==> config.mk <==
export PLATFORM = sky130hd
export DESIGN_NAME = tkss_cell
export DESIGN_NICKNAME = d
export VERILOG_FILES = /design/src/hw/rtl/tkss_pkg.sv /design/src/hw/rtl/tkss_cell.sv
export SDC_FILE = /design/constraint.sdc
export NUM_CORES = 1
export LEC_CHECK = 0
export ABC_AREA = 1
export BUFFER_PORTS_ARGS = -buffer_cell sky130_fd_sc_hd__buf_2
export CAP_MARGIN = 10
export CORE_MARGIN = 3
export CORE_UTILIZATION = 46
export CTS_CLUSTER_DIAMETER = 120
export DETAILED_ROUTE_END_ITERATION = 8
export GPL_TIMING_DRIVEN = 1
export MAX_ROUTING_LAYER = met4
export PLACE_DENSITY = 0.94
export SYNTH_ARGS = -nofsm -noshare
export SYNTH_HDL_FRONTEND = slang
export SYNTH_SLANG_ARGS = --single-unit
==> constraint.sdc <==
create_clock -name clk_i -period 11.88 [get_ports clk_i]
set_input_delay 0.594 -clock clk_i [delete_from_list [all_inputs] [get_ports clk_i]]
set_output_delay 0.594 -clock clk_i [all_outputs]
set_load 0.05 [all_outputs]
==> src/hw/rtl/tkss_pkg.sv <==
package tkss_pkg;

  // Configuration register indexes
  localparam int unsigned CfgIdxW  = 2;
  localparam int unsigned CfgDataW = 32;
  localparam logic [CfgIdxW-1:0] CfgKeepTop = 2'd0;
  localparam logic [CfgIdxW-1:0] CfgTopK    = 2'd1;

  localparam int unsigned TopKW   = 6;
  localparam logic [TopKW-1:0] TopKReset = 6'd32;

  localparam int unsigned IdW    = 32;
  localparam int unsigned ScoreW = 32;

  // Input operation codes
  localparam logic OpOffer = 1'b0;
  localparam logic OpFlush = 1'b1;

  typedef struct packed {
    logic [IdW-1:0]    doc_id;
    logic [ScoreW-1:0] score;
  } entry_t;

  // Command broadcast to every cell of the chain
  typedef enum logic [1:0] {
    CMD_HOLD    = 2'd0,
    CMD_INSERT  = 2'd1,
    CMD_REPLACE = 2'd2,
    CMD_SHIFT   = 2'd3
  } cell_cmd_e;

  typedef struct packed {
    cell_cmd_e cmd;
    entry_t    new_ent;
  } cell_ctrl_t;

  // What a cell shows its neighbors: its entry, and whether that entry
  // is occupied and scores at or below the offered score
  typedef struct packed {
    entry_t ent;
    logic   le;
  } cell_link_t;

endpackage

==> src/hw/rtl/tkss_cell.sv <==
module tkss_cell (
  input  logic                clk_i,
  input  logic                occ_i,
  input  tkss_pkg::cell_ctrl_t ctrl_i,
  input  tkss_pkg::cell_link_t left_i,
  input  tkss_pkg::cell_link_t right_i,
  output tkss_pkg::cell_link_t link_o
);
  import tkss_pkg::*;

  entry_t ent_q, ent_d;
  logic   le;

  assign le = occ_i && (ent_q.score <= ctrl_i.new_ent.score);

  assign link_o.ent = ent_q;
  assign link_o.le  = le;

  always_comb begin
    ent_d = ent_q;
    unique case (ctrl_i.cmd)
      CMD_HOLD: ent_d = ent_q;
      // make room: entries above the offered score move one place up
      CMD_INSERT: begin
        if (!le) begin
          ent_d = left_i.le ? ctrl_i.new_ent : left_i.ent;
        end
      end
      // drop the head: entries at or below the offered score move down
      CMD_REPLACE: begin
        if (right_i.le) begin
          ent_d = right_i.ent;
        end else if (le) begin
          ent_d = ctrl_i.new_ent;
        end
      end
      CMD_SHIFT: ent_d = right_i.ent;
      default: ent_d = ent_q;
    endcase
  end

  always_ff @(posedge clk_i) begin
    ent_q <= ent_d;
  end

endmodule

==> run_results.csv, run 1 <==
group,metric,value,unit
status,status,"finished, final reports clean",
timing,relSlewSlack,27.56,%
finish,largest_reg_flops,64,
clock_tree,cts.sinks,64,
synthesis,synth_top_area_cell,"edfxtp_1",
timing,tightest_slew,1087,ps
global_route,grtUsageTotal,27.17,%
drt,routedWlPerCell,16.82,um
timing,holdWs,557.7,ps
worst_hold_path,min_path_type,"in2reg",
setup_path,critPathRequiredTime,11860,ps
timing,final_hold_viol_count,0,
drt,drt_first_pass_iters,5,
synthesis,syn-mean-instance-area,8.158,sq um
synthesis,syn_nets,809,
flow_run,drv_cap,0,
finish,area_growth,31.60,%
timing,rsz0062_at_grt,"false",
setup_path,crit_fanout,108,
synthesis,synthTopCellsByCount,"nand3_1 (81), o21ai_0 (68), edfxtp_1 (64), nor2_1 (62), nand2_1 (57)",
synthesis,synth_edf_count,64,
floorplanning,die_w,107.3,um
finish,drive_above_1_share,35.95,%
synthesis,synthCells,579,
setup_path,slowest_stage,"buf_4",
global_route,grt_max_degree,109,
drt,vias,5354,
synthesis,ys_seq_elements,64,
setup_path,r2r_cells,10,
place,port_buffers,262,
setup_path,reg2reg_to,"link_o[49]$_DFFE_PP_",
power_and_ir_drop,finalPower,772.1,uW
clock_tree,cts_tree,"done",
setup_path,end_kind,"register",
timing,setup_viol_count_final,0,
synthesis,synthArstFlopShare,0,%
timing,timing.fmax,285.3,MHz
clock_tree,cts_made_buffers,9,
setup_path,slowest_delay,800,ps
global_route,grt_overflow_total,0,
global_route,first_global_vias,4854,
power_and_ir_drop,irDropWorstVdd,0.07578,mV
drt,drt_wl_total,15960,um
synthesis,synth_warnings,0,
floorplanning,io_pins,263,
floorplanning,fp.dieArea,11520,sq um
setup_path,r2r_slack,8670,ps
synthesis,synth_area,4723,sq um
synthesis,ys_seq_area_share,40.69,%
timing,fin_crit,3505,ps
synthesis,ys.flop_type,"edfxtp_1",
power_and_ir_drop,leakage,2.883,nW
drt,ant_nets,0,
synthesis,synthDistinctLibCells,26,
clock_tree,post-cts-setup-buffer-count,0,
timing,fin_tns_setup,0,ps
timing,finClkSkew,12.86,ps
setup_path,crit_type,"in2reg",
clock_tree,post_cts_resized,0,
place,hpwlAfterDp,11600,um
floorplanning,rows,36,
setup_path,endpoint,"link_o[49]$_DFFE_PP_",
drt,first_iter_violations,542,
synthesis,netlist.area_leader.share,40.69,%
floorplanning,core,9864,sq um
setup_path,crit_chain,"buf_4, inv_2, nand2_1, nand2_1, nor2_4, buf_4",
global_route,grt_first_pass_wirelength,23960,um
drt,vias_per_cell,5.642,
clock_tree,cts.hold.buffers_added,0,
clock_tree,insertion_delay,340,ps
clock_tree,path_clk_slew,80,ps
clock_tree,htree_levels,3,
floorplanning,initial_core_util,47.88,%
synthesis,yosysMostFrequentCell,"nand3_1",
drt,route.detailed.drc,0,
drt,met3_length,1593,um
setup_path,critPathLaunch,"ctrl_i[65]",
place,gp_congestion,0.8689,
timing,maxSlewViolCount,0,
finish,final_util,63.01,%
clock_tree,clockBufferDepth,2,
setup_path,worstPathArrival,3490,ps
timing,period_share,29.50,%
floorplanning,fp.dieH,107.3,um
drt,dr_wl_met2,7475,um
global_route,antenna_found_initial,1,
setup_path,r2r_start,"link_o[8]$_DFFE_PP_",
setup_path,worstSetupStartpointType,"primary input",
drt,top_layer,"met4",
clock_tree,root_buffer,"clkbuf_8",
finish,nets,1040,
power_and_ir_drop,powerDensity,124.2,nW/um^2
drt,m1WireLength,6483,um
synthesis,synth_area_leaders,"edfxtp_1 (41%), nand3_1 (8.6%), ha_1 (8.5%)",
-- kinds of logic (layout without fill, tap and decap cells) --
group                      count (synthesis)  count (layout)  share of synthesized area [%]
and+or+nand+nor                          209             209                          19.31
AOI/OAI and AO/OA                        181             181                          23.13
buffers and inverters                     93             329                          8.397
DFF                                       64              64                          40.69
adders and majority gates                 32              32                          8.477
other                                      0               1                              0
-- placed cells by master (no fill, tap or decap), types with 2 or more instances in the layout --
cell type   count
a21oi_1        36
a22oi_1         3
buf_2         261
buf_4           4
clkbuf_8        9
clkinv_1        3
clkinvlp_4      2
edfxtp_1       64
ha_1           32
inv_1          42
inv_2           5
inv_6           2
nand2_1        57
nand3_1        81
nand4_1         2
nor2_1         60
nor2_2          6
o211ai_1       49
o21ai_0        68
o21ai_1         7
o221ai_1       12
o22ai_1         3
-- critical path, delay by kind of cell --
family | cells | cell delay [ps]
simple gates | 3 | 900
buf+inv | 3 | 1940
-- area by class of cell --
cell class	count	area [sq um]
Fill cell	847	3649
Multi-Input combinational cell	422	2415
Sequential cell	64	1922
Timing Repair Buffer	265	1336
Inverter	48	180.2
Tap cell	133	166.4
Clock buffer	9	123.9
Clock inverter	7	70.07
Antenna cell	1	2.502
-- report_power, final --
part           internal (mW)  switching (mW)  total, mW  leakage, nW
logic                 0.0817           0.203      0.285         2.15
registers              0.286          0.0120      0.298        0.641
clock network         0.0970          0.0925      0.189       0.0913
-- routing by layer --
| metal | global-route usage [%] | vias to the layer above |
|---|---|---|
| li1 | - | 2562 |
| met1 | 34.15 | 2443 |
| met2 | 43.79 | 315 |
| met3 | 5.999 | 34 |
| met4 | 9.107 | 0 |
| met5 | - | - |
-- worst min path at each step --
stage                           endpoint  depth (start not counted)   startpoint
finish              link_o[23]$_DFFE_PP_                          3  right_i[23]
global route        link_o[23]$_DFFE_PP_                          3  right_i[23]
CTS                 link_o[20]$_DFFE_PP_                          3   left_i[20]
detailed placement  link_o[20]$_DFFE_PP_                          3   left_i[20]
global placement    link_o[23]$_DFFE_PP_                          3  right_i[23]
floorplan           link_o[15]$_DFFE_PP_                          2  right_i[15]
-- through the flow --
step | cell area (sq um) | instances | worst slack, ps
final | 6216 | 949 | 8375
after global placement | 6020 | 932 | 8109
after floorplan | 4723 | 579 | 7063
after global routing | 6216 | 949 | 8128
after CTS | 6213 | 948 | 8399
after detailed placement | 6020 | 932 | 8051
(Power assumes the default switching activity.)
==> run 2, diff against run 1 <==
- CORE_UTILIZATION: 46 -> 45
- PLACE_DENSITY: 0.94 -> 0.92
- clock period: 11.88 -> 3.32 ns (I/O delays scaled with it)
==> run 2 against run 1 <==
Net effect:
- sequential share of layout area down 0.34 points
- non-clock buffer count up 3
- via count down 1.0%
- cell count up 0.21%
- critical endpoint is now link_o[37]$_DFFE_PP_
==> run_results.csv, run 2 (synthesis results as in run 1) <==
group,metric,value,unit
setup_path,r2r_slack,820,ps
setup_path,critical_path.most_common_cell,"nand2_1",
finish,nets,1043,
clock_tree,cts.hold.buffers_added,0,
timing,finClkSkew,6.392,ps
worst_hold_path,hold_start,"right_i[61]",
power_and_ir_drop,powerDensity,464.7,nW/um^2
clock_tree,htree_levels,3,
setup_path,worstPathArrival,2480,ps
timing,setup_ws,817.8,ps
setup_path,slowest_stage,"buf_4",
clock_tree,root_buffer,"clkbuf_8",
drt,routedWlPerCell,17.09,um
global_route,grt_overflow_total,0,
finish,final_common_cell,"buf_2",
global_route,antenna_found_initial,0,
floorplanning,core,10000,sq um
clock_tree,post-cts-setup-buffer-count,0,
place,hpwlAfterDp,11990,um
global_route,first_global_vias,4995,
floorplanning,rows,36,
setup_path,r2r_cells,14,
finish,antenna_cells,0,
finish,largest_reg_flops,64,
finish,drive_above_1_share,36.43,%
finish,seqCellArea,1922,sq um
power_and_ir_drop,p_int,1.819,mW
timing,timing.fmax,399.7,MHz
timing,period_share,75.37,%
finish,multi_input_area,2415,sq um
power_and_ir_drop,clkPwrFrac,28.4,%
global_route,grt_max_degree,71,
timing,setup_viol_count_final,0,
power_and_ir_drop,sequentialPowerShare,36.4,%
drt,route.detailed.drc,0,
power_and_ir_drop,finalPower,2.921,mW
place,gp_congestion,0.8602,
timing,tightest_slew,991.3,ps
floorplanning,fp.dieH,108.5,um
timing,maxSlewViolCount,0,
drt,vias,5300,
clock_tree,cts_made_buffers,9,
clock_tree,clockBufferDepth,2,
clock_tree,post_cts_resized,0,
setup_path,crit_type,"reg2reg",
timing,fin_tns_setup,0,ps
flow_run,drv_cap,0,
drt,drt_first_pass_iters,7,
worst_hold_path,hold_depth,3,
place,port_buffers,262,
setup_path,end_kind,"register",
status,status,"finished, final reports clean",
setup_path,r2r_start,"link_o[16]$_DFFE_PP_",
power_and_ir_drop,combPwrFrac,35.2,%
global_route,grt_first_pass_wirelength,24140,um
drt,first_iter_violations,532,
setup_path,slowest_delay,460,ps
power_and_ir_drop,switching_share,37.73,%
drt,ant_nets,0,
power_and_ir_drop,irDropWorstVdd,0.2238,mV
setup_path,reg2reg_to,"link_o[37]$_DFFE_PP_",
timing,rsz0062_at_grt,"false",
floorplanning,die_w,108.5,um
setup_path,cp_top_family,"simple AND/OR/NAND/NOR gates",
worst_hold_path,whs_endpoint,"link_o[61]$_DFFE_PP_",
floorplanning,io_pins,263,
timing,fin_crit,2502,ps
setup_path,cp_num_buf_inv,2,
place,post-place-ws,857.7,ps
setup_path,critPathRequiredTime,3300,ps
timing,final_hold_viol_count,0,
power_and_ir_drop,leakage,2.925,nW
finish,fill_cells,887,
setup_path,crit_chain,"ha_1, nand2_1, nor2_2, nand2_1, clkinv_1, nand2_1, nand2_1, nand2_1, nand2_1, nand2_2, nand3_2, nand2_1, nor2_4, buf_4",
clock_tree,insertion_delay,350,ps
clock_tree,cts_tree,"done",
drt,drt_wl_total,16250,um
clock_tree,cts.sinks,64,
timing,relSlewSlack,33.76,%
global_route,grtUsageTotal,27.14,%
clock_tree,path_clk_slew,80,ps
drt,vias_per_cell,5.573,
power_and_ir_drop,p_switching,1.102,mW
finish,final_cell_mix,"buf_2 (261), nand3_1 (81), o21ai_0 (68)",
setup_path,crit_fanout,43,
worst_hold_path,min_path_type,"in2reg",
floorplanning,fp.dieArea,11760,sq um
finish,area_growth,33.09,%
floorplanning,initial_core_util,47.23,%
setup_path,worstSetupStartpointType,"register",
==> run 2: routing by layer <==
layer | up-vias | GRT usage, % | wire [um]
met5 | - | - | 0
met3 | 36 | 6.328 | 1534
met1 | 2415 | 32.75 | 6363
met4 | 0 | 8.386 | 306
met2 | 285 | 45.19 | 8045
li1 | 2564 | - | -
==> run 2: power by group through the flow <==
| stage | Sequential [mW] | Clock (mW) | Combinational (mW) |
|---|---|---|---|
| global route | 1.07 | 0.875 | 1.11 |
| detailed placement | 1.08 | 0 | 1.02 |
| CTS | 1.06 | 0.844 | 1.03 |
| floorplan | 1.43 | 0 | 0.350 |
| finish | 1.06 | 0.831 | 1.03 |
| global placement | 1.07 | 0 | 1.01 |
==> run 2: worst reg2reg max path, delay by kind of cell (launching register included) <==
| family | cells | cell delay [ps] |
|---|---|---|
| fa+ha+maj | 1 | 310 |
| flops | 1 | 400 |
| simple gates | 11 | 880 |
| buf+inv | 2 | 530 |
==> run 2: worst max-delay path by stage <==
stage	startpoint	endpoint	slack (ps)	cells after the start
3_5_place_dp	link_o[18]$_DFFE_PP_	link_o[63]$_DFFE_PP_	860	13
5_1_grt	link_o[6]$_DFFE_PP_	link_o[40]$_DFFE_PP_	650	13
4_1_cts	link_o[31]$_DFFE_PP_	link_o[37]$_DFFE_PP_	810	12
2_1_floorplan	link_o[22]$_DFFE_PP_	link_o[10]$_DFFE_PP_	300	10
6_report	link_o[16]$_DFFE_PP_	link_o[37]$_DFFE_PP_	820	14
3_3_place_gp	link_o[31]$_DFFE_PP_	link_o[31]$_DFFE_PP_	920	12
==> run 2: layout make-up <==
| type | instances | share of cell area (%) |
|---|---|---|
| timing repair buffer | 268 | 21.62 |
| sequential | 64 | 30.57 |
| clock inverter | 7 | 1.911 |
| clock buffer | 9 | 1.971 |
| multi-input combinational | 422 | 38.42 |
| inverter | 48 | 2.866 |
| tap | 133 | 2.647 |
==> run 2: through the flow <==
stage / cells / area (sq um) / util (%) / hold slack (ps)
after global routing: 951 / 6286 / 62.86 / 110.5
after floorplan: 579 / 4731 / - / 364.6
final: 951 / 6286 / 62.86 / 118.8
after detailed placement: 935 / 6042 / 60.42 / 471.7
after CTS: 951 / 6286 / 62.86 / 106.4
after global placement: 935 / 6042 / 60.42 / 468.3
==> run 3, diff against run 2 <==
- CORE_UTILIZATION: 45 -> 41
- PLACE_DENSITY: 0.92 -> 0.89
- clock period: 3.32 -> 2 ns (I/O delays scaled with it)
==> run 3 against run 2 <==
Net effect:
- the flow now finishes with violations (setup timing)
- combinational power up 97%
- critical path type unchanged
- non-clock buffer count up 46
- clock power up 65%
- highest routed layer unchanged
- design area up 12%
- worst setup slack worse by 1100 ps
- wire length up 11%
- critical path depth down 2
- fmax up 10%
- clock-buffer cell count up 1
- sequential share of layout area down 3.2 points
- global-route usage down 0.062 points
==> run_results.csv, run 3 (synthesis results as in run 1) <==
group,metric,value,unit
status,violations,"setup timing",
floorplanning,rows,38,
clock_tree,cts_made_buffers,9,
drt,routedWlPerCell,17.88,um
drt,drt_first_pass_iters,5,
finish,final_cell_mix,"buf_2 (260), nand3_1 (81), o21ai_0 (68)",
drt,route.detailed.drc,0,
global_route,grt_first_pass_wirelength,26880,um
drt,vias,5618,
power_and_ir_drop,leakage,3.232,nW
setup_path,r2r_slack,-270,ps
place,gp_congestion,0.9075,
timing,fin_crit,2270,ps
setup_path,critPathRequiredTime,2030,ps
finish,final_common_cell,"buf_2",
worst_hold_path,whs_endpoint,"link_o[25]$_DFFE_PP_",
floorplanning,core,11030,sq um
clock_tree,clockBufferDepth,2,
global_route,grt_overflow_total,0,
setup_path,reg2reg_to,"link_o[4]$_DFFE_PP_",
clock_tree,root_buffer,"clkbuf_16",
setup_path,crit_type,"reg2reg",
drt,vias_per_cell,5.590,
timing,holdWs,85.49,ps
global_route,first_global_vias,5430,
timing,finClkSkew,5.634,ps
drt,ant_nets,0,
clock_tree,cts_tree,"done",
timing,rsz0062_at_grt,"true",
clock_tree,path_clk_slew,50,ps
finish,final_area,7027,sq um
drt,first_iter_violations,500,
timing,maxSlewViolCount,0,
global_route,grt_max_degree,70,
setup_path,worstSetupStartpointType,"register",
worst_hold_path,hold_start,"right_i[25]",
floorplanning,die_w,113.3,um
place,dp.cells,975,
clock_tree,htree_levels,3,
floorplanning,fp.dieH,113.3,um
finish,area_growth,48.77,%
finish,drive_above_1_share,42.13,%
clock_tree,cts.sinks,64,
setup_path,r2r_cells,12,
finish,nets,1089,
finish,finalNonFillerCells,1005,
place,place_area,6367,sq um
setup_path,r2r_start,"link_o[26]$_DFFE_PP_",
timing,setup_ws,-270.5,ps
timing,period_share,113.5,%
timing,tightest_slew,427.4,ps
flow_run,drv_cap,0,
drt,drt_wl_total,17970,um
setup_path,worstPathArrival,2300,ps
finish,fill_cells,980,
timing,setup_viol_count_final,65,
global_route,grtUsageTotal,27.08,%
timing,timing.fmax,440.4,MHz
place,post-place-ws,-209.0,ps
worst_hold_path,hold_depth,3,
place,port_buffers,262,
timing,final_hold_viol_count,0,
global_route,antenna_found_initial,1,
power_and_ir_drop,powerDensity,736.7,nW/um^2
setup_path,crit_fanout,8,
power_and_ir_drop,irDropWorstVdd,0.4733,mV
timing,relSlewSlack,71.46,%
floorplanning,fp.dieArea,12840,sq um
setup_path,end_kind,"register",
status,status,"complete, but fails checks",
floorplanning,io_pins,263,
worst_hold_path,min_path_type,"in2reg",
clock_tree,insertion_delay,320,ps
place,hpwlAfterDp,12900,um
power_and_ir_drop,finalPower,5.176,mW
floorplanning,initial_core_util,42.82,%
clock_tree,cts.hold.buffers_added,0,
finish,largest_reg_flops,64,
-- run 3: changes by cell type in the layout (fill, tap and decap cells not counted), moves of 2 or more --
cell | previous run | this run
clkbuf_8 | 9 | 0
bufinv_16 | 3 | 0
a21oi_1 | 36 | 33
ha_1 | 32 | 20
nand2_1 | 57 | 48
nand2_2 | 1 | 10
clkinv_2 | 1 | 3
a21oi_2 | 0 | 3
buf_4 | 7 | 41
clkinv_4 | 2 | 0
clkbuf_16 | 0 | 13
clkinv_1 | 1 | 4
buf_12 | 0 | 7
ha_4 | 0 | 12
-- run 3: area by class of cell --
class / instances / area [sq um] / area share [%]
Multi-Input combinational cell: 422 / 2604 / 37.05
Tap cell: 140 / 175.2 / 2.493
Sequential cell: 64 / 1922 / 27.35
Clock buffer: 10 / 229.0 / 3.259
Antenna cell: 1 / 2.502 / 0.03561
Timing Repair Buffer: 314 / 1888 / 26.87
Inverter: 48 / 180.2 / 2.564
Clock inverter: 6 / 26.28 / 0.3739
-- run 3: repair_timing --
action	CTS	global route
gates resized for setup	6	25
pin swaps	2	13
setup buffers	5	3
setup endpoints to repair	65	65
cloned	2	4
-- run 3: worst max-delay path by stage --
stage | end | slack, ps | start
finish | link_o[4]$_DFFE_PP_ | -270 | link_o[26]$_DFFE_PP_
global route | link_o[5]$_DFFE_PP_ | -410 | link_o[26]$_DFFE_PP_
CTS | link_o[12]$_DFFE_PP_ | -210 | link_o[8]$_DFFE_PP_
detailed placement | link_o[48]$_DFFE_PP_ | -210 | link_o[30]$_DFFE_PP_
global placement | link_o[63]$_DFFE_PP_ | -160 | link_o[30]$_DFFE_PP_
floorplan | link_o[10]$_DFFE_PP_ | -1000 | link_o[24]$_DFFE_PP_
-- run 3: power breakdown --
group	internal [mW]	switching, mW
combinational	0.717	1.31
clock	0.819	0.547
sequential	1.70	0.0799
-- run 3: through the flow --
stage,utilization [%],TNS [ps]
2_1_floorplan,-,-64240
3_3_place_gp,57.72,-9830
3_5_place_dp,57.72,-12910
4_1_cts,61.16,-13390
5_1_grt,63.70,-24970
6_report,63.70,-15990
-- run 3: worst max-delay path, cell delays in order (launching register included) --
cell	delay, ps
edfxtp_1	390
ha_1	310
a21oi_1	200
o21ai_0	130
nand2_1	70
nand2_1	60
a21oi_2	120
nand2_2	80
nand2_2	80
a21oi_2	70
nor2_4	150
buf_12	160
clkbuf_16	170
-- run 3: per-layer routing --
metal	GRT usage [%]	vias to the layer above	routed length (um)
met5	-	-	0
met4	11.06	0	500
met3	4.439	43	1513
met2	43.29	348	8808
met1	34.25	2564	7144
li1	-	2663	-
